[src/lzwd_pkg.sv]
// Package: shared constants, types and codes of the LZ window decompressor.
`timescale 1ns / 1ps
package lzwd_pkg;

	localparam int WIN_DEPTH = 2048;
	localparam int WIN_AW    = $clog2(WIN_DEPTH);
	localparam int OFF_W     = 11;
	localparam int LEN_W     = 5;
	localparam int CNT_W     = 32;
	localparam logic [CNT_W-1:0] CNT_MAX = '1;

	localparam int QDEPTH = 4;
	localparam int QAW    = $clog2(QDEPTH);

	typedef enum logic [1:0] {
		PH_FLAG,
		PH_BITS,
		PH_LOW,
		PH_DONE
	} phase_t;

	typedef enum logic [1:0] {
		CMD_LIT,
		CMD_MATCH,
		CMD_END
	} cmd_kind_t;

	typedef enum logic {
		BK_IDLE,
		BK_COPY
	} bk_state_t;

	// One unit of work for the back end. For a literal, data[7:0] is the byte;
	// for a match, data is the big-endian match word.
	typedef struct packed {
		cmd_kind_t   kind;
		logic        rst;
		logic [15:0] data;
	} cmd_t;

endpackage

[src/lzwd_in_if.sv]
// Interface: input channel carrying compressed bytes.
`timescale 1ns / 1ps
interface lzwd_in_if;
	logic       valid;
	logic       ready;
	logic [7:0] in_byte;
	logic       restart;

	modport source (output valid, output in_byte, output restart, input ready);
	modport sink (input valid, input in_byte, input restart, output ready);
endinterface

[src/lzwd_front.sv]
// Front end: parses flag bits and match words into commands for the back end.
`timescale 1ns / 1ps
module lzwd_front import lzwd_pkg::*; (
	input  logic         clk,
	input  logic         arst_n,
	lzwd_in_if.sink      in_ch,
	input  logic         q_full,
	output logic         push,
	output cmd_t         push_cmd
);

	phase_t     phase_q, phase_d;
	logic [7:0] flag_q, flag_d;
	logic [7:0] mh_q, mh_d;
	logic       pend_q, pend_d;

	logic       acc;
	phase_t     ph_eff;
	logic [7:0] flag_eff;
	logic [7:0] flag_shr;
	logic       pend_eff;

	assign in_ch.ready = !q_full;
	assign acc      = in_ch.valid && in_ch.ready;
	assign ph_eff   = in_ch.restart ? PH_FLAG : phase_q;
	assign flag_eff = in_ch.restart ? 8'd0 : flag_q;
	assign flag_shr = flag_eff >> 1;
	assign pend_eff = pend_q || in_ch.restart;

	// Next state.
	always_comb begin
		phase_d = phase_q;
		flag_d  = flag_q;
		mh_d    = mh_q;
		if (acc) begin
			phase_d = ph_eff;
			flag_d  = flag_eff;
			case (ph_eff)
				PH_FLAG: begin
					if (in_ch.in_byte == 8'd0) begin
						phase_d = PH_DONE;
					end else if (in_ch.in_byte >= 8'd2) begin
						flag_d  = in_ch.in_byte;
						phase_d = PH_BITS;
					end
				end
				PH_BITS: begin
					flag_d = flag_shr;
					if (flag_eff[0]) begin
						phase_d = (flag_shr > 8'd1) ? PH_BITS : PH_FLAG;
					end else begin
						mh_d    = in_ch.in_byte;
						phase_d = PH_LOW;
					end
				end
				PH_LOW: begin
					phase_d = (flag_eff > 8'd1) ? PH_BITS : PH_FLAG;
				end
				default: begin
					phase_d = PH_DONE;
				end
			endcase
		end
	end

	// Outputs: command pushed toward the back end.
	always_comb begin
		push          = 1'b0;
		push_cmd.kind = CMD_LIT;
		push_cmd.rst  = pend_eff;
		push_cmd.data = {8'd0, in_ch.in_byte};
		if (acc) begin
			case (ph_eff)
				PH_FLAG: begin
					if (in_ch.in_byte == 8'd0) begin
						push          = 1'b1;
						push_cmd.kind = CMD_END;
					end
				end
				PH_BITS: begin
					if (flag_eff[0]) begin
						push          = 1'b1;
						push_cmd.kind = CMD_LIT;
					end
				end
				PH_LOW: begin
					push          = 1'b1;
					push_cmd.kind = CMD_MATCH;
					push_cmd.data = {mh_q, in_ch.in_byte};
				end
				default: begin
					push = 1'b0;
				end
			endcase
		end
	end

	// A restart on a byte that yields no command rides on the next command.
	always_comb begin
		pend_d = pend_q;
		if (acc) begin
			pend_d = push ? 1'b0 : pend_eff;
		end
	end

	always_ff @(posedge clk or negedge arst_n) begin
		if (!arst_n) begin
			phase_q <= PH_FLAG;
			flag_q  <= 8'd0;
			mh_q    <= 8'd0;
			pend_q  <= 1'b0;
		end else begin
			phase_q <= phase_d;
			flag_q  <= flag_d;
			mh_q    <= mh_d;
			pend_q  <= pend_d;
		end
	end

	a_bits_have_flag: assert property (@(posedge clk) disable iff (!arst_n)
		(phase_q == PH_BITS) |-> (flag_q > 8'd1))
		else $error("flag bits exhausted while expecting a data byte");

endmodule

[src/flat_wrapper.sv]
// flat-port wrapper written by rule: the top's interface ports become plain ports
module lzwd_front_flat import lzwd_pkg::*;
  (clk, arst_n, q_full, push, push_cmd, in_ch_valid, in_ch_in_byte, in_ch_restart, in_ch_ready);
  lzwd_in_if in_ch_i ();
  input  logic clk;
  input  logic arst_n;
  input  logic q_full;
  output logic push;
  output cmd_t push_cmd;
  input wire logic [$bits(in_ch_i.valid)-1:0] in_ch_valid;
  input wire logic [$bits(in_ch_i.in_byte)-1:0] in_ch_in_byte;
  input wire logic [$bits(in_ch_i.restart)-1:0] in_ch_restart;
  output wire logic [$bits(in_ch_i.ready)-1:0] in_ch_ready;
  assign in_ch_i.valid = in_ch_valid;
  assign in_ch_i.in_byte = in_ch_in_byte;
  assign in_ch_i.restart = in_ch_restart;
  assign in_ch_ready = in_ch_i.ready;
  lzwd_front u_core (.clk(clk), .arst_n(arst_n), .in_ch(in_ch_i), .q_full(q_full), .push(push), .push_cmd(push_cmd));
endmodule
[config.mk]
export PLATFORM = sky130hd
export DESIGN_NAME = lzwd_front_flat
export DESIGN_NICKNAME = d
export VERILOG_FILES = /design/src/lzwd_pkg.sv /design/src/lzwd_in_if.sv /design/src/lzwd_front.sv /design/src/flat_wrapper.sv
export SDC_FILE = /design/constraint.sdc
export NUM_CORES = 1
export LEC_CHECK = 0
export BUFFER_PORTS_ARGS = -buffer_cell sky130_fd_sc_hd__buf_2
export CAP_MARGIN = 20
export CORE_ASPECT_RATIO = 0.8
export CORE_MARGIN = 2
export CORE_UTILIZATION = 40
export DETAILED_ROUTE_END_ITERATION = 7
export GPL_TIMING_DRIVEN = 0
export PLACE_DENSITY = 0.72
export SLEW_MARGIN = 20
export SYNTH_ARGS = -nofsm -noshare
export SYNTH_HDL_FRONTEND = slang
export SYNTH_SLANG_ARGS = --single-unit
export TNS_END_PERCENT = 50
[constraint.sdc]
create_clock -name clk -period 3.04 [get_ports clk]
set_clock_uncertainty 0.15 [all_clocks]
set_input_delay 0.152 -clock clk [delete_from_list [all_inputs] [get_ports clk]]
set_output_delay 0.152 -clock clk [all_outputs]
set_load 0.01 [all_outputs]
==> Word-level counts from Yosys, hierarchy flattened <==
Cells that the tools add are included.
{ "op_classes": {"n_lt_le_gt_ge": 3, "n_eq_ne": 2, "muxes": 21, "n_bitwise": 1, "reduce_logical": 6} }
{ "op_table": {"columns": ["cell", "count"], "rows": [
  ["two-way mux 16 bit", 2],
  ["two-way mux 8 bit", 3],
  ["case mux 8 bit (2 select lines)", 1],
  ["two-way mux 2 bit", 6],
  ["greater-or-equal comparator 8 x 2 -> 1 bit (second input constant)", 1],
  ["greater-than comparator 8 x 1 -> 1 bit (second input constant)", 1],
  ["logical NOT 8 bit", 1],
  ["greater-than comparator 7 x 1 -> 1 bit (second input constant)", 1],
  ["two-way mux 1 bit", 6],
  ["case mux 2 bit (3 select lines)", 1],
  ["case mux 2 bit (2 select lines)", 1],
  ["case mux 1 bit (3 select lines)", 1],
  ["AND reduction 3 bit", 1],
  ["== test 2 x 1 -> 1 bit (second input constant)", 1],
  ["== test 2 bit (second input constant)", 1],
  ["logical NOT 2 bit", 1],
  ["logical AND 1 bit", 1],
  ["logical NOT 1 bit", 1],
  ["logical OR 1 bit", 1],
  ["inverter 1 bit", 1]
]} }
{ "word_totals": {"register_bits": 19, "in_bits": 13} }

==> Logic depth before layout (Yosys ltp) <==
{ "depth": {"ltp_word": 5, "depth_mapped": 5} }

==> Worst setup path after synthesis <==
No wires, ideal clock.
{ "synth_path": {"path_type": "register to output", "startpoint": "register u_core.phase_q[0]", "endpoint": "output push_cmd[10] in the netlist's numbering", "arrival_ps": 1350, "required_ps": 2738, "path_slack_ps": 1388, "path_stages_with_launch": 4, "cell_sequence": "dfrtp_1 -> nand2b_1 -> nor3_1 -> and2_1"} }
{ "synth_rtl": {"columns": ["item", "line", "rtl"], "rows": [
  ["from (decl)", "lzwd_front.sv:12", "phase_t phase_q, phase_d;"],
  ["from (signal assigned)", "lzwd_front.sv:113", "phase_q <= phase_d;"],
  ["to (decl)", "flat_wrapper.sv:9", "output cmd_t push_cmd;"]
]} }

==> flow_summary.yaml <==
clock_tree:
  clkLatencyLatePin_ns: 0.30
  cts_resized: 0
  cts.reportedPaths.clkPinSlew_ns: 0.11
  clock-root-buffer: "sky130_fd_sc_hd__clkbuf_4"
  clock_tree_from_tritoncts: "yes"
  cts_max_path_buffers: 2
  cts_num_sinks: 19
  cts_buffers: 3
  cts_max_level: 1
timing:
  finalCriticalPeriod_ns: 2.23
  setup_viol: 0
  worst_slack_ns: 0.814
  grt_setup_unrepaired: "false"
  fin_setup_tns_ns: 0
  layout_worst_path_cycle_share: 0.732
  final_hold_viol_count: 0
  slew_limit_fails: 0
  max_slew.worst_pin.slew_ns: 0.798
  fmax_mhz: 449
  slew-limit-headroom: 0.464
synth:
  net_count_after_synthesis: 113
  syn_area_per_cell_um2: 10.9
  yosys_warnings: 0
  ys_dominant_reg_cell: "sky130_fd_sc_hd__dfrtp_1"
  synth_edf_count: 0
  synth_top_cells_by_area: "sky130_fd_sc_hd__dfrtp_1, sky130_fd_sc_hd__mux2_2, sky130_fd_sc_hd__buf_4, sky130_fd_sc_hd__a22o_1, sky130_fd_sc_hd__and2_1"
  yosysTopAreaCellShare: 0.435
  seq_area_frac_synth: 0.435
  ys_ff_latch: 19
  synthDominantAreaCellType: "sky130_fd_sc_hd__dfrtp_1"
  synth.lib_cells_used.distinct: 30
  synthesis.area_um2: 1090
  syn-instance-count: 100
  fraction_of_registers_with_async_set_reset: 1.00
floorplan:
  die-area_um2: 3170
  floorplan.io_pins: 34
  y_dimension_of_the_die_um: 50.8
  placementRows: 16
  core_area_um2: 2520
  fp.dieW_um: 62.5
  starting_density_of_the_core: 0.434
place:
  portBuffers: 33
  dp_hpwl_mm: 1.77
  dpl_worst_slack_ns: 1.11
  gpl.final_weighted_congestion: 0.930
route:
  routed-via-count: 897
  drt-pass1-iter-count: 4
  drt-vias-per-instance: 5.07
  drt.antenna.violating_nets: 0
  remaining_drc_errors: 0
  wl_mm: 2.41
  detailedRoute.firstIterationViolations: 54
  drt-wirelength-per-cell_um: 13.6
run:
  max_cap_viol: 0
global_route:
  met1_layer_usage_reported_by_global_route: 0.220
  grt_overflow: 0
  globalRouteMet3Util: 0.0448
  grt_antenna_before_repair: 0
  grt_pass1_vias: 857
  top_usage_layer: "met2"
  first_pass_grt_wire_length_mm: 4.15
  use_met2: 0.283
  pin_count_of_the_biggest_net_entering_global_routing: 20
  grt_util_all_layers: 0.169
outcome:
  status: "finished, final reports clean"
power:
  p_leak_nw: 0.671
  p_per_area_nw_per_um2: 612
  p_total_w: 0.000839
  peakVddDrop_mv: 0.270
cells_and_area:
  antenna-diode-count: 0
  register_area_um2: 475
  syn2layout_area_growth_pct: 25.4
  multi_input_comb_area_um2: 524
  final_layout_size_suffix_gt1_frac: 0.454
  final_nets: 155
  fill_cells: 235
worst_setup_path:
  crit_required_ns: 2.74
  startpoint_of_the_lowest_slack_register_to_register_path: "u_core.phase_q[1]"
  regToRegSetupSlack_ns: 1.28
  crit_path_start_kind: "register"
  crit-reg2reg-capture: "u_core.mh_q[0]"
  timing.critical_path.from: "u_core.phase_q[0]"
  cp_capture_type: "output pin"
  setup.worst_path.end: "push_cmd[9]"
  reg2reg_path_depth: 3
  worst-setup-path-type: "reg -> out"
  worstPathArrival_ns: 1.92
  crit_fanout: 9
worst_hold_path:
  worst_hold_path_type: "in -> reg"
-- power by group --
group	switching, W	leakage, nW	internal, W
registers	0.0000768	0.232	0.000358
logic	0.000124	0.422	0.000154
clock network	0.0000771	0.0177	0.0000490
total	0.000278	0.671	0.000561
-- kinds of logic after synthesis --
group | Yosys count | synth area share
muxes | 8 | 0.0824
buffers and inverters | 15 | 0.0858
AOI/OAI and AO/OA | 29 | 0.201
and+or+nand+nor | 29 | 0.196
DFF | 19 | 0.435
-- how the worst min path moves through the flow --
stage                         to  slack [ns]  cells after the start              from
5_1_grt           u_core.mh_q[0]       0.005                      2  in_ch_in_byte[0]
4_1_cts           u_core.mh_q[0]       0.004                      2  in_ch_in_byte[0]
2_1_floorplan   u_core.flag_q[0]       -0.29                      0            arst_n
3_3_place_gp   u_core.phase_q[0]       -0.04                      1            arst_n
6_report          u_core.mh_q[0]        0.01                      2  in_ch_in_byte[0]
3_5_place_dp   u_core.phase_q[0]       -0.03                      1            arst_n
-- flip-flops by register name, indices dropped and copies added (netlist names) --
register / cells
u_core.flag_q: 8
u_core.mh_q: 8
u_core.pend_q: 1
u_core.phase_q: 2
-- timing repair --
item | 4_1_cts | 5_1_grt
hold endpoints to repair | 23 | 0
setup buffers | 0 | 0
hold buffers | 4 | 0
-- synthesized netlist by cell type (all sizes together), types with 3 or more instances --
library cell and count:
o21ai 3, mux2 8, a21o 6, nor4 3
a21oi 3, nor3 3, nand2b 3, and2 8
inv 4, a22o 6, buf 10, nor2 4
dfrtp 19
-- critical path, stage by stage, from the launching register on --
cell	delay, ns
sky130_fd_sc_hd__dfrtp_1	0.45
sky130_fd_sc_hd__nand2b_1	0.20
sky130_fd_sc_hd__nor3_1	0.63
sky130_fd_sc_hd__and2_1	0.23
sky130_fd_sc_hd__buf_2	0.13
-- metrics by stage --
stage / hold WS, ns / utilization / cells / area, µm²
floorplan: -0.294 / - / 100 / 1090
finish: 0.0105 / 0.544 / 177 / 1370
global route: 0.00513 / 0.544 / 177 / 1370
CTS: 0.00362 / 0.544 / 177 / 1370
global placement: -0.0390 / 0.517 / 169 / 1300
detailed placement: -0.0290 / 0.517 / 169 / 1300
-- final cells by class --
cell class / instances / share of cell area
multi-input cells: 66 / 0.382
flip-flops and latches: 19 / 0.347
repair buffers: 37 / 0.150
plain buffers: 11 / 0.0575
well taps: 36 / 0.0328
clock buffers: 3 / 0.0164
inverters: 4 / 0.0109
clock inverters: 1 / 0.00365
-- cell usage in the layout (no fill, tap or decap) --
| cell | count |
|---|---|
| sky130_fd_sc_hd__clkinv_2 | 1 |
| sky130_fd_sc_hd__nand2b_1 | 3 |
| sky130_fd_sc_hd__a21oi_1 | 3 |
| sky130_fd_sc_hd__buf_4 | 10 |
| sky130_fd_sc_hd__or2_2 | 2 |
| sky130_fd_sc_hd__nor2_1 | 4 |
| sky130_fd_sc_hd__a32oi_1 | 1 |
| sky130_fd_sc_hd__nand3b_1 | 1 |
| sky130_fd_sc_hd__a32o_1 | 2 |
| sky130_fd_sc_hd__a21o_1 | 6 |
| sky130_fd_sc_hd__o21ba_2 | 1 |
| sky130_fd_sc_hd__nor3_2 | 2 |
| sky130_fd_sc_hd__and2_1 | 8 |
| sky130_fd_sc_hd__a31o_2 | 1 |
| sky130_fd_sc_hd__a22o_1 | 6 |
| sky130_fd_sc_hd__a22oi_1 | 2 |
| sky130_fd_sc_hd__o2bb2ai_1 | 1 |
| sky130_fd_sc_hd__nor2b_1 | 2 |
| sky130_fd_sc_hd__a221oi_1 | 1 |
| sky130_fd_sc_hd__a31oi_1 | 2 |
| sky130_fd_sc_hd__buf_2 | 33 |
| sky130_fd_sc_hd__nor3_1 | 1 |
| sky130_fd_sc_hd__o21ai_1 | 1 |
| sky130_fd_sc_hd__nor4_4 | 2 |
| sky130_fd_sc_hd__mux2_2 | 8 |
| sky130_fd_sc_hd__clkbuf_1 | 1 |
| sky130_fd_sc_hd__dfrtp_1 | 19 |
| sky130_fd_sc_hd__o21ai_0 | 2 |
| sky130_fd_sc_hd__nand2_1 | 2 |
| sky130_fd_sc_hd__clkbuf_4 | 3 |
| sky130_fd_sc_hd__nor4_1 | 1 |
| sky130_fd_sc_hd__inv_1 | 4 |
| sky130_fd_sc_hd__nand4bb_2 | 1 |
| sky130_fd_sc_hd__dlygate4sd3_1 | 4 |
-- routing by layer --
metal	wire, µm	share of wire
met5	0	0
met3	106	0.044
met2	1150	0.48
met4	21	0.0087
met1	1130	0.47
Power figures use the tool's default switching activity.
