===== src/lzwd_pkg.sv =====
// Package: shared constants, types and codes of the LZ window decompressor.
`timescale 1ns / 1ps
package lzwd_pkg;

	localparam int WIN_DEPTH = 2048;
	localparam int WIN_AW    = $clog2(WIN_DEPTH);
	localparam int OFF_W     = 11;
	localparam int LEN_W     = 5;
	localparam int CNT_W     = 32;
	localparam logic [CNT_W-1:0] CNT_MAX = '1;

	localparam int QDEPTH = 4;
	localparam int QAW    = $clog2(QDEPTH);

	typedef enum logic [1:0] {
		PH_FLAG,
		PH_BITS,
		PH_LOW,
		PH_DONE
	} phase_t;

	typedef enum logic [1:0] {
		CMD_LIT,
		CMD_MATCH,
		CMD_END
	} cmd_kind_t;

	typedef enum logic {
		BK_IDLE,
		BK_COPY
	} bk_state_t;

	// One unit of work for the back end. For a literal, data[7:0] is the byte;
	// for a match, data is the big-endian match word.
	typedef struct packed {
		cmd_kind_t   kind;
		logic        rst;
		logic [15:0] data;
	} cmd_t;

endpackage


===== src/lzwd_cmd_fifo.sv =====
// Command queue between the front end and the back end.
`timescale 1ns / 1ps
module lzwd_cmd_fifo import lzwd_pkg::*; (
	input  logic clk,
	input  logic arst_n,
	input  logic push,
	input  cmd_t push_cmd,
	input  logic pop,
	output cmd_t head,
	output logic empty,
	output logic full
);

	cmd_t           slot_q [QDEPTH];
	logic [QAW-1:0] wr_q, rd_q;
	logic [QAW:0]   cnt_q;

	assign empty = (cnt_q == '0);
	assign full  = (cnt_q == (QAW+1)'(QDEPTH));
	assign head  = slot_q[rd_q];

	always_ff @(posedge clk) begin
		if (push) begin
			slot_q[wr_q] <= push_cmd;
		end
	end

	always_ff @(posedge clk or negedge arst_n) begin
		if (!arst_n) begin
			wr_q  <= '0;
			rd_q  <= '0;
			cnt_q <= '0;
		end else begin
			if (push) begin
				wr_q <= wr_q + 1'b1;
			end
			if (pop) begin
				rd_q <= rd_q + 1'b1;
			end
			if (push && !pop) begin
				cnt_q <= cnt_q + 1'b1;
			end else if (pop && !push) begin
				cnt_q <= cnt_q - 1'b1;
			end
		end
	end

	a_no_overflow: assert property (@(posedge clk) disable iff (!arst_n)
		!(push && full))
		else $error("command pushed into a full queue");

	a_no_underflow: assert property (@(posedge clk) disable iff (!arst_n)
		!(pop && empty))
		else $error("command popped from an empty queue");

endmodule


===== config.mk =====
export PLATFORM = sky130hd
export DESIGN_NAME = lzwd_cmd_fifo
export DESIGN_NICKNAME = d
export VERILOG_FILES = /design/src/lzwd_pkg.sv /design/src/lzwd_cmd_fifo.sv
export SDC_FILE = /design/constraint.sdc
export NUM_CORES = 1
export LEC_CHECK = 0
export BUFFER_PORTS_ARGS = -buffer_cell sky130_fd_sc_hd__buf_2
export CAP_MARGIN = 10
export CORE_ASPECT_RATIO = 2
export CORE_MARGIN = 4
export CORE_UTILIZATION = 60
export DETAILED_ROUTE_END_ITERATION = 6
export PLACE_DENSITY = 0.8
export SLEW_MARGIN = 10
export SYNTH_ARGS = -nofsm -noshare
export SYNTH_HDL_FRONTEND = slang
export SYNTH_SLANG_ARGS = --single-unit
export TNS_END_PERCENT = 20

===== constraint.sdc =====
create_clock -name clk -period 4.4 [get_ports clk]
set_clock_uncertainty 0.2 [all_clocks]
set_input_delay 0.66 -clock clk [delete_from_list [all_inputs] [get_ports clk]]
set_output_delay 0.66 -clock clk [all_outputs]
set_load 0.05 [all_outputs]

* After elaboration in Yosys (flattened, before gate mapping) *
Memory sizes are Yosys's and may differ from the RTL's.
Cells that the tools add are included.

word-level totals
  register bits after elaboration = 7
  latch bits = 0
  memory bits (writable) = 76
  ROM bits = 0
  input bits = 23
  output and inout bits = 21
  word-level logic and storage cells = 19
  memories kept = 1

memories
  name    words  bits a word  read ports  clocked after Yosys merged registers in  write ports  line                 RTL
  slot_q  4      19           1           0                                        1            lzwd_cmd_fifo.sv:14  cmd_t slot_q [QDEPTH];

cells by class
  $add $sub $neg = 4
  multipliers = 0
  divide/modulo/power cells = 0
  order comparisons = 0
  equality and inequality tests = 1
  shifts and indexed selects = 0
  muxes and demuxes = 4
  bitwise operators = 0
  reductions and logical operators = 6

operator list
  kind                   count
  $mux W3                2
  $add A2 B1 Y2 const B  2
  $add A3 B1 Y3 const B  1
  $eq A3 B3 Y1 const B   1
  $logic_not A3 Y1       1
  $sub A3 B1 Y3 const B  1
  $logic_and A1 B1 Y1    2
  $logic_not A1 Y1       2
  $mux W1                2
  $reduce_bool A2 Y1     1

* Depth between registers and ports, before layout *
Gate-level depths: netlist of run 1.

  depth in word-level cells = 4
  mapped depth = 7
  mapped depth without buffers = 7

* Worst setup path before layout of run 1 *
OpenSTA, ideal clock, no wires.

  path type = register -> output
  start = register cnt_q[0]
  end = output full
  arrival = 1.599 ns
  data required time = 3.540 ns
  slack = 1.941 ns
  stages on the path, launching flop included = 2
  path buffers = 0
  cells stage by stage = dfrtp_1 -> nor3b_1

on the way
  longest elaborated chain between the ends = 1

ends and longest elaborated chain
  item                      line                 RTL
  start: declaration        lzwd_cmd_fifo.sv:16  logic [QAW:0] cnt_q;
  start signal: assignment  lzwd_cmd_fifo.sv:41  cnt_q <= cnt_q + 1'b1;
  start signal: assignment  lzwd_cmd_fifo.sv:43  cnt_q <= cnt_q - 1'b1;
  $eq A3 B3 Y1              lzwd_cmd_fifo.sv:19  assign full = (cnt_q == (QAW+1)'(QDEPTH));
  end: declaration          lzwd_cmd_fifo.sv:11  output logic full

Every way passes these cells.

==> impl_metrics.py, run 1 <==
metrics = {
    "run_status": {
        "status": "completed",
    },
    "route": {
        "ant_nets": 0,
        "first_pass_iters": 4,
        "drt_iter0_drc": 42,
        "viasPerCell": 5.54,
        "drc": 0,
        "vias": 1373,
        "routedWlPerCell_um": 19.9,
        "wl_um": 4940,
    },
    "cts": {
        "clockBufferDepth": 2,
        "postCtsSetupRepairBufs": 0,
        "h-tree-depth": 3,
        "path_clk_slew_ns": 0.07,
        "cts_resized": 0,
        "clock-sinks": 83,
        "cts_made_buffers": 9,
        "cts_hold_buf": 1,
        "worstSkewPairLatency_ns": 0.34,
        "root_buffer": "clkbuf_8",
        "cts_tree": "built",
    },
    "synthesis": {
        "async_flop_share": 0.0843,
        "seq_area_frac_synth": 0.783,
        "yosysTopAreaCellShare": 0.728,
        "syn-num-nets": 162,
        "synth_simple_gate_area_share": 0.0156,
        "synth_compound_area_frac": 0.00160,
        "synth_seq_cells": 83,
        "synth_common_cells": "edfxtp_1, mux4_2, dfrtp_1",
        "yosys.area_share.xor_xnor": 0.0168,
        "synth_edf_count": 76,
        "syn_area_um2": 3140,
        "yosysWarnings": 0,
        "syn_inst": 133,
        "muxShareOfSynthArea": 0.141,
        "synth_top_family_by_area": "multiplexers",
        "synth_fa_ha_area_frac": 0.0263,
        "syn_avg_cell_area_um2": 23.6,
        "yosysTopAreaCell": "edfxtp_1",
        "synth_ff_type": "edfxtp_1",
        "synth_area_leaders": "edfxtp_1, mux4_2, dfrtp_1",
        "yosysMostFrequentCell": "edfxtp_1",
        "synthDistinctLibCells": 18,
    },
    "global_route": {
        "antenna_found_initial": 0,
        "track_usage": 0.179,
        "grt_pass1_wl_um": 7970,
        "overflow": 0,
        "grt_max_degree": 21,
        "grt_pass1_vias": 1559,
    },
    "placed_design": {
        "io_buffers": 43,
        "gp_congestion": 0.671,
        "dp_hpwl_um": 3360,
        "pre_cts_ws_ns": 1.90,
    },
    "finish": {
        "area_delta_synth_final_pct": 13.6,
        "nFillCells": 324,
        "multiInputGateArea_um2": 632,
        "layout.nets": 214,
        "seqCellArea_um2": 2460,
        "drive_gt1_frac": 0.389,
        "diodes": 0,
    },
    "worst_setup_path": {
        "critical_path_class": "reg2out",
        "cpMaxStageDelayCell": "mux4_1",
        "crit_path_end_kind": "primary output",
        "worstPathArrival_ns": 1.97,
        "path_delay_family": "buffers and inverters",
        "max_stage_delay_ns": 0.60,
        "path_buf_inv": 2,
        "crit_chain": "buf_4, mux4_1, buf_2",
        "cp_max_fo": 18,
        "cp-start-kind": "flip-flop",
        "crit_required_ns": 3.54,
    },
    "die": {
        "fp.dieW_um": 59.1,
        "start_util": 0.616,
        "die_area_um2": 6520,
        "core_area_um2": 5090,
        "io_pins": 44,
        "rows": 37,
        "die_height_um": 110,
    },
    "power": {
        "powerDensity_nw_per_um2": 725,
        "power.total_mw": 2.58,
        "p_leak_nw": 1.28,
        "ir_drop_mv": 0.634,
    },
    "sta": {
        "final.setup.tns_ns": 0,
        "hold_viol_final": 0,
        "fmax_ghz": 0.354,
        "slew_violations": 0,
        "min_period_ns": 2.83,
        "setup_viol": 0,
        "fin_crit_sh": 0.643,
        "layout_setup_ws_ns": 1.57,
        "rsz0062_at_grt": "no",
        "slew_headroom": 0.344,
        "worst_pin_slew_ns": 0.985,
    },
    "min_path": {
        "min_path_type": "reg2reg",
    },
    "flow_run": {
        "drv_cap": 0,
    },
}
## state kept, by name (all words and copies together) (netlist names)
name and flops:
cnt_q 3, rd_q 2, slot_q 76, wr_q 2
## cell type report
class / instances / share of cell area
timing repair buffer: 45 / 0.0653
inverter: 4 / 0.00421
sequential: 83 / 0.690
clock buffer: 12 / 0.0379
tap: 58 / 0.0204
multi-input combinational: 42 / 0.177
clock inverter: 4 / 0.00492
## layer usage
metal	up-vias	part of all wire	track usage
li1	642	-	-
met1	690	0.34	0.187
met2	33	0.59	0.316
met3	8	0.049	0.0559
met4	0	0.024	0.0875
met5	-	0	0
## power breakdown
| group | internal [mW] | leakage, nW | total (mW) | switching, mW |
|---|---|---|---|---|
| Combinational | 0.322 | 0.416 | 1.00 | 0.683 |
| Sequential | 1.04 | 0.780 | 1.14 | 0.101 |
| Clock | 0.200 | 0.0792 | 0.434 | 0.234 |
| Total | 1.57 | 1.28 | 2.58 | 1.02 |
## final timing paths
kind	start	endpoint	slack (ns)	cells after the start
hold / removal	cnt_q[2]$_DFFE_PN0P_	cnt_q[2]$_DFFE_PN0P_	0.33	1
max in group asynchronous	arst_n	cnt_q[1]$_DFFE_PN0P_	3.37	2
setup / recovery	rd_q[0]$_DFFE_PN0P_	head[14]	1.57	3
hold reg to reg	cnt_q[2]$_DFFE_PN0P_	cnt_q[2]$_DFFE_PN0P_	0.33	1
setup reg to reg	wr_q[0]$_DFFE_PN0P_	slot_q[0][13]$_DFFE_PP_	2.39	3
min in group asynchronous	arst_n	rd_q[1]$_DFFE_PN0P_	0.47	2
## worst reg2reg max path, delay by kind of cell, from the launching register on
family | cells | cell delay [ns]
buf+inv | 1 | 0.10
fa+ha+maj | 1 | 0.15
flops | 1 | 0.43
simple gates | 1 | 0.75
## kinds of logic after synthesis
family / Yosys count
DFF: 83
muxes: 20
and+or+nand+nor: 9
buffers and inverters: 8
xor gates and xnor gates: 6
AOI/OAI and AO/OA: 1
adders and majority gates: 6
## layout by cell type, fill, tap and decap left out, types with 3 or more instances in the layout
cell	instances
edfxtp_1	76
clkbuf_1	3
mux4_2	18
clkbuf_8	9
inv_1	4
xor2_1	4
buf_2	43
ha_1	5
dfrtp_1	7
and2_1	4
## metrics by stage
| stage | hold WS, ns | util | area [um2] | instances |
|---|---|---|---|---|
| 3_3_place_gp | 0.271 | 0.668 | 3400 | 231 |
| 2_1_floorplan | 0.164 | - | 3140 | 133 |
| 5_1_grt | 0.316 | 0.700 | 3560 | 248 |
| 4_1_cts | 0.318 | 0.700 | 3560 | 248 |
| 6_report | 0.330 | 0.700 | 3560 | 248 |
| 3_5_place_dp | 0.309 | 0.668 | 3400 | 231 |
No activity file was read; power rests on OpenSTA's default activity.
==> inputs of run 2 (changes only) <==
ABC_AREA = 1   (was unset)
CORE_UTILIZATION = 52   (was 60)
PLACE_DENSITY = 0.73   (was 0.8)
clock period = 2.5 ns   (was 4.4 ns; I/O delays follow)
==> run 2 against run 1 <==
Compared with the run above: sequential power up 76%; final cell count up 66%; die area up 27%; register-to-register slack worse by 1.5 ns; worst setup slack worse by 1.4 ns; critical path depth up 1; count of clock-buffer cells in the layout down 3; sequential cell count unchanged; power up 120%; sequential share of layout area down 9.8 points; hold slack worse by 0.27 ns.
==> impl_metrics.py, run 2 <==
metrics = {
    "synthesis": {
        "synth_area_leaders": "edfxtp_1, nand2_1, o211ai_2",
        "synth_common_cells": "edfxtp_1, nand2_1, inv_1",
        "synth_simple_gate_area_share": 0.0799,
        "seq_area_frac_synth": 0.691,
        "yosys.area_share.xor_xnor": 0.00986,
        "synth_fa_ha_area_frac": 0.0232,
        "synth_edf_count": 76,
        "synth_ff_type": "edfxtp_1",
        "syn_area_um2": 3550,
        "yosysTopAreaCell": "edfxtp_1",
        "async_flop_share": 0.0843,
        "syn_inst": 270,
        "yosysWarnings": 0,
        "yosysMostFrequentCell": "edfxtp_1",
        "syn_avg_cell_area_um2": 13.2,
        "synth_seq_cells": 83,
        "muxShareOfSynthArea": 0,
        "syn-num-nets": 299,
        "yosysTopAreaCellShare": 0.642,
        "synthDistinctLibCells": 19,
        "synth_top_family_by_area": "compound AO/OA/AOI/OAI gates",
        "synth_compound_area_frac": 0.108,
    },
    "route": {
        "drc": 0,
        "first_pass_iters": 4,
        "drt_iter0_drc": 96,
        "vias": 2024,
        "wl_um": 5870,
        "ant_nets": 0,
        "routedWlPerCell_um": 14.3,
        "viasPerCell": 4.91,
    },
    "sta": {
        "final.setup.tns_ns": 0,
        "setup_viol": 0,
        "fin_crit_sh": 0.936,
        "rsz0062_at_grt": "no",
        "min_period_ns": 2.34,
        "slew_headroom": 0.709,
        "worst_pin_slew_ns": 0.437,
        "hold_viol_final": 0,
        "fmax_ghz": 0.427,
        "slew_violations": 0,
    },
    "die": {
        "die_area_um2": 8300,
        "start_util": 0.537,
        "fp.dieW_um": 66.5,
        "rows": 42,
        "core_area_um2": 6620,
        "die_height_um": 125,
        "io_pins": 44,
    },
    "finish": {
        "final_common_cell": "edfxtp_1",
        "layout.nets": 349,
        "drive_gt1_frac": 0.262,
        "largest_reg_flops": 76,
        "top_register": "slot_q",
        "final_cell_mix": "edfxtp_1, nand2_1, inv_1, buf_2",
        "reg.largest.list": "slot_q: 76 flops, cnt_q: 3 flops",
        "area_delta_synth_final_pct": 16.9,
        "final_util": 0.628,
        "diodes": 0,
    },
    "global_route": {
        "grt_max_degree": 49,
        "antenna_found_initial": 0,
        "overflow": 0,
        "track_usage": 0.159,
        "grt_pass1_vias": 1993,
        "grt_pass1_wl_um": 9540,
    },
    "min_path": {
        "min_path_type": "in2reg",
        "whs_path_depth": 1,
    },
    "cts": {
        "path_clk_slew_ns": 0.06,
        "h-tree-depth": 3,
        "cts_tree": "built",
        "clock-sinks": 83,
        "root_buffer": "clkbuf_16",
        "postCtsSetupRepairBufs": 0,
        "clockBufferDepth": 2,
        "cts_made_buffers": 9,
        "worstSkewPairLatency_ns": 0.32,
    },
    "worst_setup_path": {
        "critical_path_class": "reg2out",
        "rr_worst_depth": 5,
        "worstPathArrival_ns": 1.76,
        "cp-start-kind": "flip-flop",
        "crit_path_end_kind": "primary output",
        "cp_max_fo": 48,
        "crit_required_ns": 1.92,
    },
    "placed_design": {
        "gp_congestion": 0.770,
        "dp_hpwl_um": 3710,
        "io_buffers": 43,
    },
    "power": {
        "powerDensity_nw_per_um2": 1380,
        "p_leak_nw": 1.78,
        "ir_drop_mv": 1.09,
    },
    "flow_run": {
        "drv_cap": 0,
    },
    "run_status": {
        "status": "completed",
    },
}
## run 2: changes by cell type in the layout (fill, tap and decap cells not counted), moves of 2 or more
cell / delta
nand2_1: +68
inv_1: +46
mux4_2: -18
o211ai_2: +19
clkbuf_8: -9
clkbuf_1: -3
clkbuf_16: +9
bufinv_16: +2
and2_1: -4
o211ai_1: +19
buf_4: +7
## run 2: power breakdown
group	internal [mW]	leakage, nW	total [mW]	switching (mW)
clock	0.860	0.150	1.33	0.475
sequential	1.83	0.780	2.01	0.171
combinational	0.639	0.848	2.40	1.76
## run 2: cell type report
cell class,instances,area (um2)
fillers,559,2470
flip-flops and latches,83,2460
inverters,50,188
repair buffers,53,305
clock buffers,9,225
clock inverters,6,81.3
multi-input cells,123,787
well taps,88,110
## run 2: path summary, 6_finish.rpt
| path | from | endpoint | slack [ns] |
|---|---|---|---|
| setup / recovery | rd_q[0]$_DFFE_PN0P_ | head[3] | 0.16 |
| hold / removal | push_cmd[5] | slot_q[1][5]$_DFFE_PP_ | 0.06 |
| setup reg to reg | wr_q[0]$_DFFE_PN0P_ | slot_q[2][17]$_DFFE_PP_ | 0.89 |
| hold reg to reg | cnt_q[2]$_DFFE_PN0P_ | cnt_q[2]$_DFFE_PN0P_ | 0.32 |
| max in group asynchronous | arst_n | rd_q[0]$_DFFE_PN0P_ | 1.71 |
| min in group asynchronous | arst_n | rd_q[1]$_DFFE_PN0P_ | 0.21 |
## run 2: metrics by stage
| step | area, um2 | setup slack (ns) | std cells | total power, mW | hold slack [ns] |
|---|---|---|---|---|---|
| floorplan | 3550 | 0.403 | 270 | 3.99 | -0.121 |
| global placement | 3840 | 0.522 | 396 | 4.42 | 0.0171 |
| detailed placement | 3840 | 0.489 | 396 | 4.47 | 0.0218 |
| CTS | 4160 | 0.133 | 412 | 5.82 | 0.0496 |
| global route | 4160 | 0.0302 | 412 | 6.06 | 0.0503 |
| finish | 4160 | 0.160 | 412 | 5.74 | 0.0574 |
## run 2: logic make-up (layout without fill, tap and decap cells)
| family | count (synthesis) | after routing |
|---|---|---|
| buf+inv | 64 | 118 |
| flops | 83 | 83 |
| fa+ha+maj | 6 | 6 |
| compound gates | 39 | 39 |
| xor+xnor | 4 | 4 |
| simple gates | 74 | 74 |
## run 2: worst max-delay path, cell delays in order (launching register included)
cell	delay (ns)
dfrtp_2	0.64
buf_12	0.29
o211ai_1	0.14
nand2_1	0.09
buf_2	0.26
## run 2: routing by layer
| metal | share of wire | routed length, um | global-route usage |
|---|---|---|---|
| met1 | 0.41 | 2390 | 0.188 |
| met2 | 0.52 | 3080 | 0.257 |
| met3 | 0.048 | 284 | 0.0487 |
| met4 | 0.021 | 123 | 0.0754 |
| met5 | 0 | 0 | 0 |
## run 2: repair_timing
item                       CTS  global route
hold endpoints to repair     7             0
resized for setup            0             0
setup endpoints to repair    0             0
hold buffers                 1             0
==> inputs of run 3 (changes only) <==
CORE_MARGIN = 1   (was 4)
SETUP_SLACK_MARGIN = 0.4   (was unset)
==> run 3 against run 2 <==
Compared with the run above: count of clock-buffer cells in the layout unchanged; critical path depth unchanged; final cell count up 1.5%; final area increased by 2.9%; critical path type unchanged; fmax up 10%; hold slack got worse by 0.0091 ns.
==> impl_metrics.py, run 3 (same netlist as run 2, synthesis figures left out) <==
metrics = {
    "run_status": {
        "status": "completed",
    },
    "route": {
        "routedWlPerCell_um": 14.1,
        "viasPerCell": 4.87,
        "drt_iter0_drc": 65,
        "wl_um": 5880,
        "first_pass_iters": 5,
        "ant_nets": 0,
        "drc": 0,
        "vias": 2036,
    },
    "min_path": {
        "worstHoldStart": "push_cmd[1]",
        "min_delay_worst_endpoint": "slot_q[2][1]$_DFFE_PP_",
        "min_path_type": "in2reg",
        "whs_path_depth": 1,
    },
    "die": {
        "rows": 42,
        "die_area_um2": 7190,
        "die_height_um": 119,
        "io_pins": 44,
        "fp.dieW_um": 60.5,
        "start_util": 0.537,
        "core_area_um2": 6620,
    },
    "global_route": {
        "track_usage": 0.186,
        "grt_pass1_wl_um": 9340,
        "antenna_found_initial": 0,
        "overflow": 0,
        "grt_pass1_vias": 2007,
        "grt_max_degree": 38,
    },
    "finish": {
        "seqCellArea_um2": 2460,
        "top_register": "slot_q",
        "drive_gt1_frac": 0.276,
        "final_common_cell": "edfxtp_1",
        "multiInputGateArea_um2": 787,
        "layout.nets": 354,
        "nFillCells": 524,
        "largest_reg_flops": 76,
        "final_cells": 418,
        "area_delta_synth_final_pct": 20.2,
        "reg.largest.list": "slot_q: 76 flops, cnt_q: 3 flops",
        "diodes": 0,
        "final_cell_mix": "edfxtp_1, nand2_1, inv_1, buf_2, buf_4",
    },
    "placed_design": {
        "gp_congestion": 0.811,
        "io_buffers": 43,
        "dp_hpwl_um": 3880,
        "dp_cells": 396,
    },
    "power": {
        "p_leak_nw": 1.82,
        "ir_drop_mv": 0.884,
        "powerDensity_nw_per_um2": 1390,
    },
    "worst_setup_path": {
        "crit_path_end_kind": "primary output",
        "cp_max_fo": 27,
        "critical_path_class": "reg2out",
        "crit_required_ns": 1.92,
        "r2r-end": "slot_q[1][7]$_DFFE_PP_",
        "cp-start-kind": "flip-flop",
        "r2r-start": "wr_q[1]$_DFFE_PN0P_",
        "r2r_slack_ns": 0.80,
        "worstPathArrival_ns": 1.55,
        "rr_worst_depth": 5,
    },
    "cts": {
        "path_clk_slew_ns": 0.06,
        "root_buffer": "clkbuf_16",
        "cts_tree": "built",
        "worstSkewPairLatency_ns": 0.33,
        "clock-sinks": 83,
        "cts_made_buffers": 9,
        "h-tree-depth": 3,
        "clockBufferDepth": 2,
    },
    "sta": {
        "slew_violations": 0,
        "slew_headroom": 0.753,
        "min_period_ns": 2.12,
        "hold_viol_final": 0,
        "whs_ns": 0.0484,
        "worst_pin_slew_ns": 0.370,
        "fin_crit_sh": 0.849,
        "setup_viol": 0,
        "rsz0062_at_grt": "yes",
        "fmax_ghz": 0.471,
        "final.setup.tns_ns": 0,
    },
    "flow_run": {
        "drv_cap": 0,
    },
}
==> run 3: how the worst max path moves through the flow <==
stage | from | end
6_report | rd_q[0]$_DFFE_PN0P_ | head[9]
3_3_place_gp | rd_q[1]$_DFFE_PN0P_ | head[13]
5_1_grt | rd_q[0]$_DFFE_PN0P_ | head[9]
3_5_place_dp | rd_q[1]$_DFFE_PN0P_ | head[13]
4_1_cts | rd_q[0]$_DFFE_PN0P_ | head[3]
2_1_floorplan | cnt_q[0]$_DFFE_PN0P_ | empty
==> run 3: area by class of cell <==
| class | count | share of cell area |
|---|---|---|
| clock buffer | 9 | 0.0527 |
| clock inverter | 7 | 0.0138 |
| inverter | 50 | 0.0448 |
| multi-input combinational | 123 | 0.184 |
| sequential | 83 | 0.576 |
| tap | 88 | 0.0258 |
| timing repair buffer | 58 | 0.103 |
==> run 3: where the power goes <==
part	total, mW	internal, mW	leakage, nW	switching [mW]
registers	1.98	1.84	0.780	0.137
clock network	1.24	0.758	0.138	0.487
logic	2.74	0.902	0.900	1.83
total	5.96	3.50	1.82	2.46
==> run 3: what timing repair did <==
item	4_1_cts	5_1_grt
gates resized for setup	16	9
gates cloned	0	1
setup endpoints to repair	19	18
pin swaps	0	3
hold buffers	1	0
hold endpoints to repair	7	0
buffers inserted	4	0
==> run 3: routing by layer <==
| layer | up-vias | GRT usage | routed length (um) |
|---|---|---|---|
| met5 | - | 0 | 0 |
| met4 | 0 | 0.0938 | 102 |
| met3 | 10 | 0.0489 | 131 |
| met2 | 38 | 0.316 | 3430 |
| met1 | 963 | 0.203 | 2220 |
| li1 | 1025 | - | - |
==> run 3: critical path, cell delays in order (launching register included) <==
cell	delay (ns)
dfrtp_4	0.53
buf_12	0.18
o211ai_1	0.20
nand2_1	0.10
buf_4	0.19
==> run 3: metrics by stage <==
step / area [um2] / util / worst slack, ns / total power [mW]
3_5_place_dp: 3860 / 0.584 / 0.562 / 4.50
5_1_grt: 4270 / 0.646 / 0.336 / 6.27
3_3_place_gp: 3860 / 0.584 / 0.598 / 4.45
4_1_cts: 4230 / 0.639 / 0.368 / 5.92
2_1_floorplan: 3550 / - / 0.403 / 3.99
6_report: 4270 / 0.646 / 0.378 / 5.96
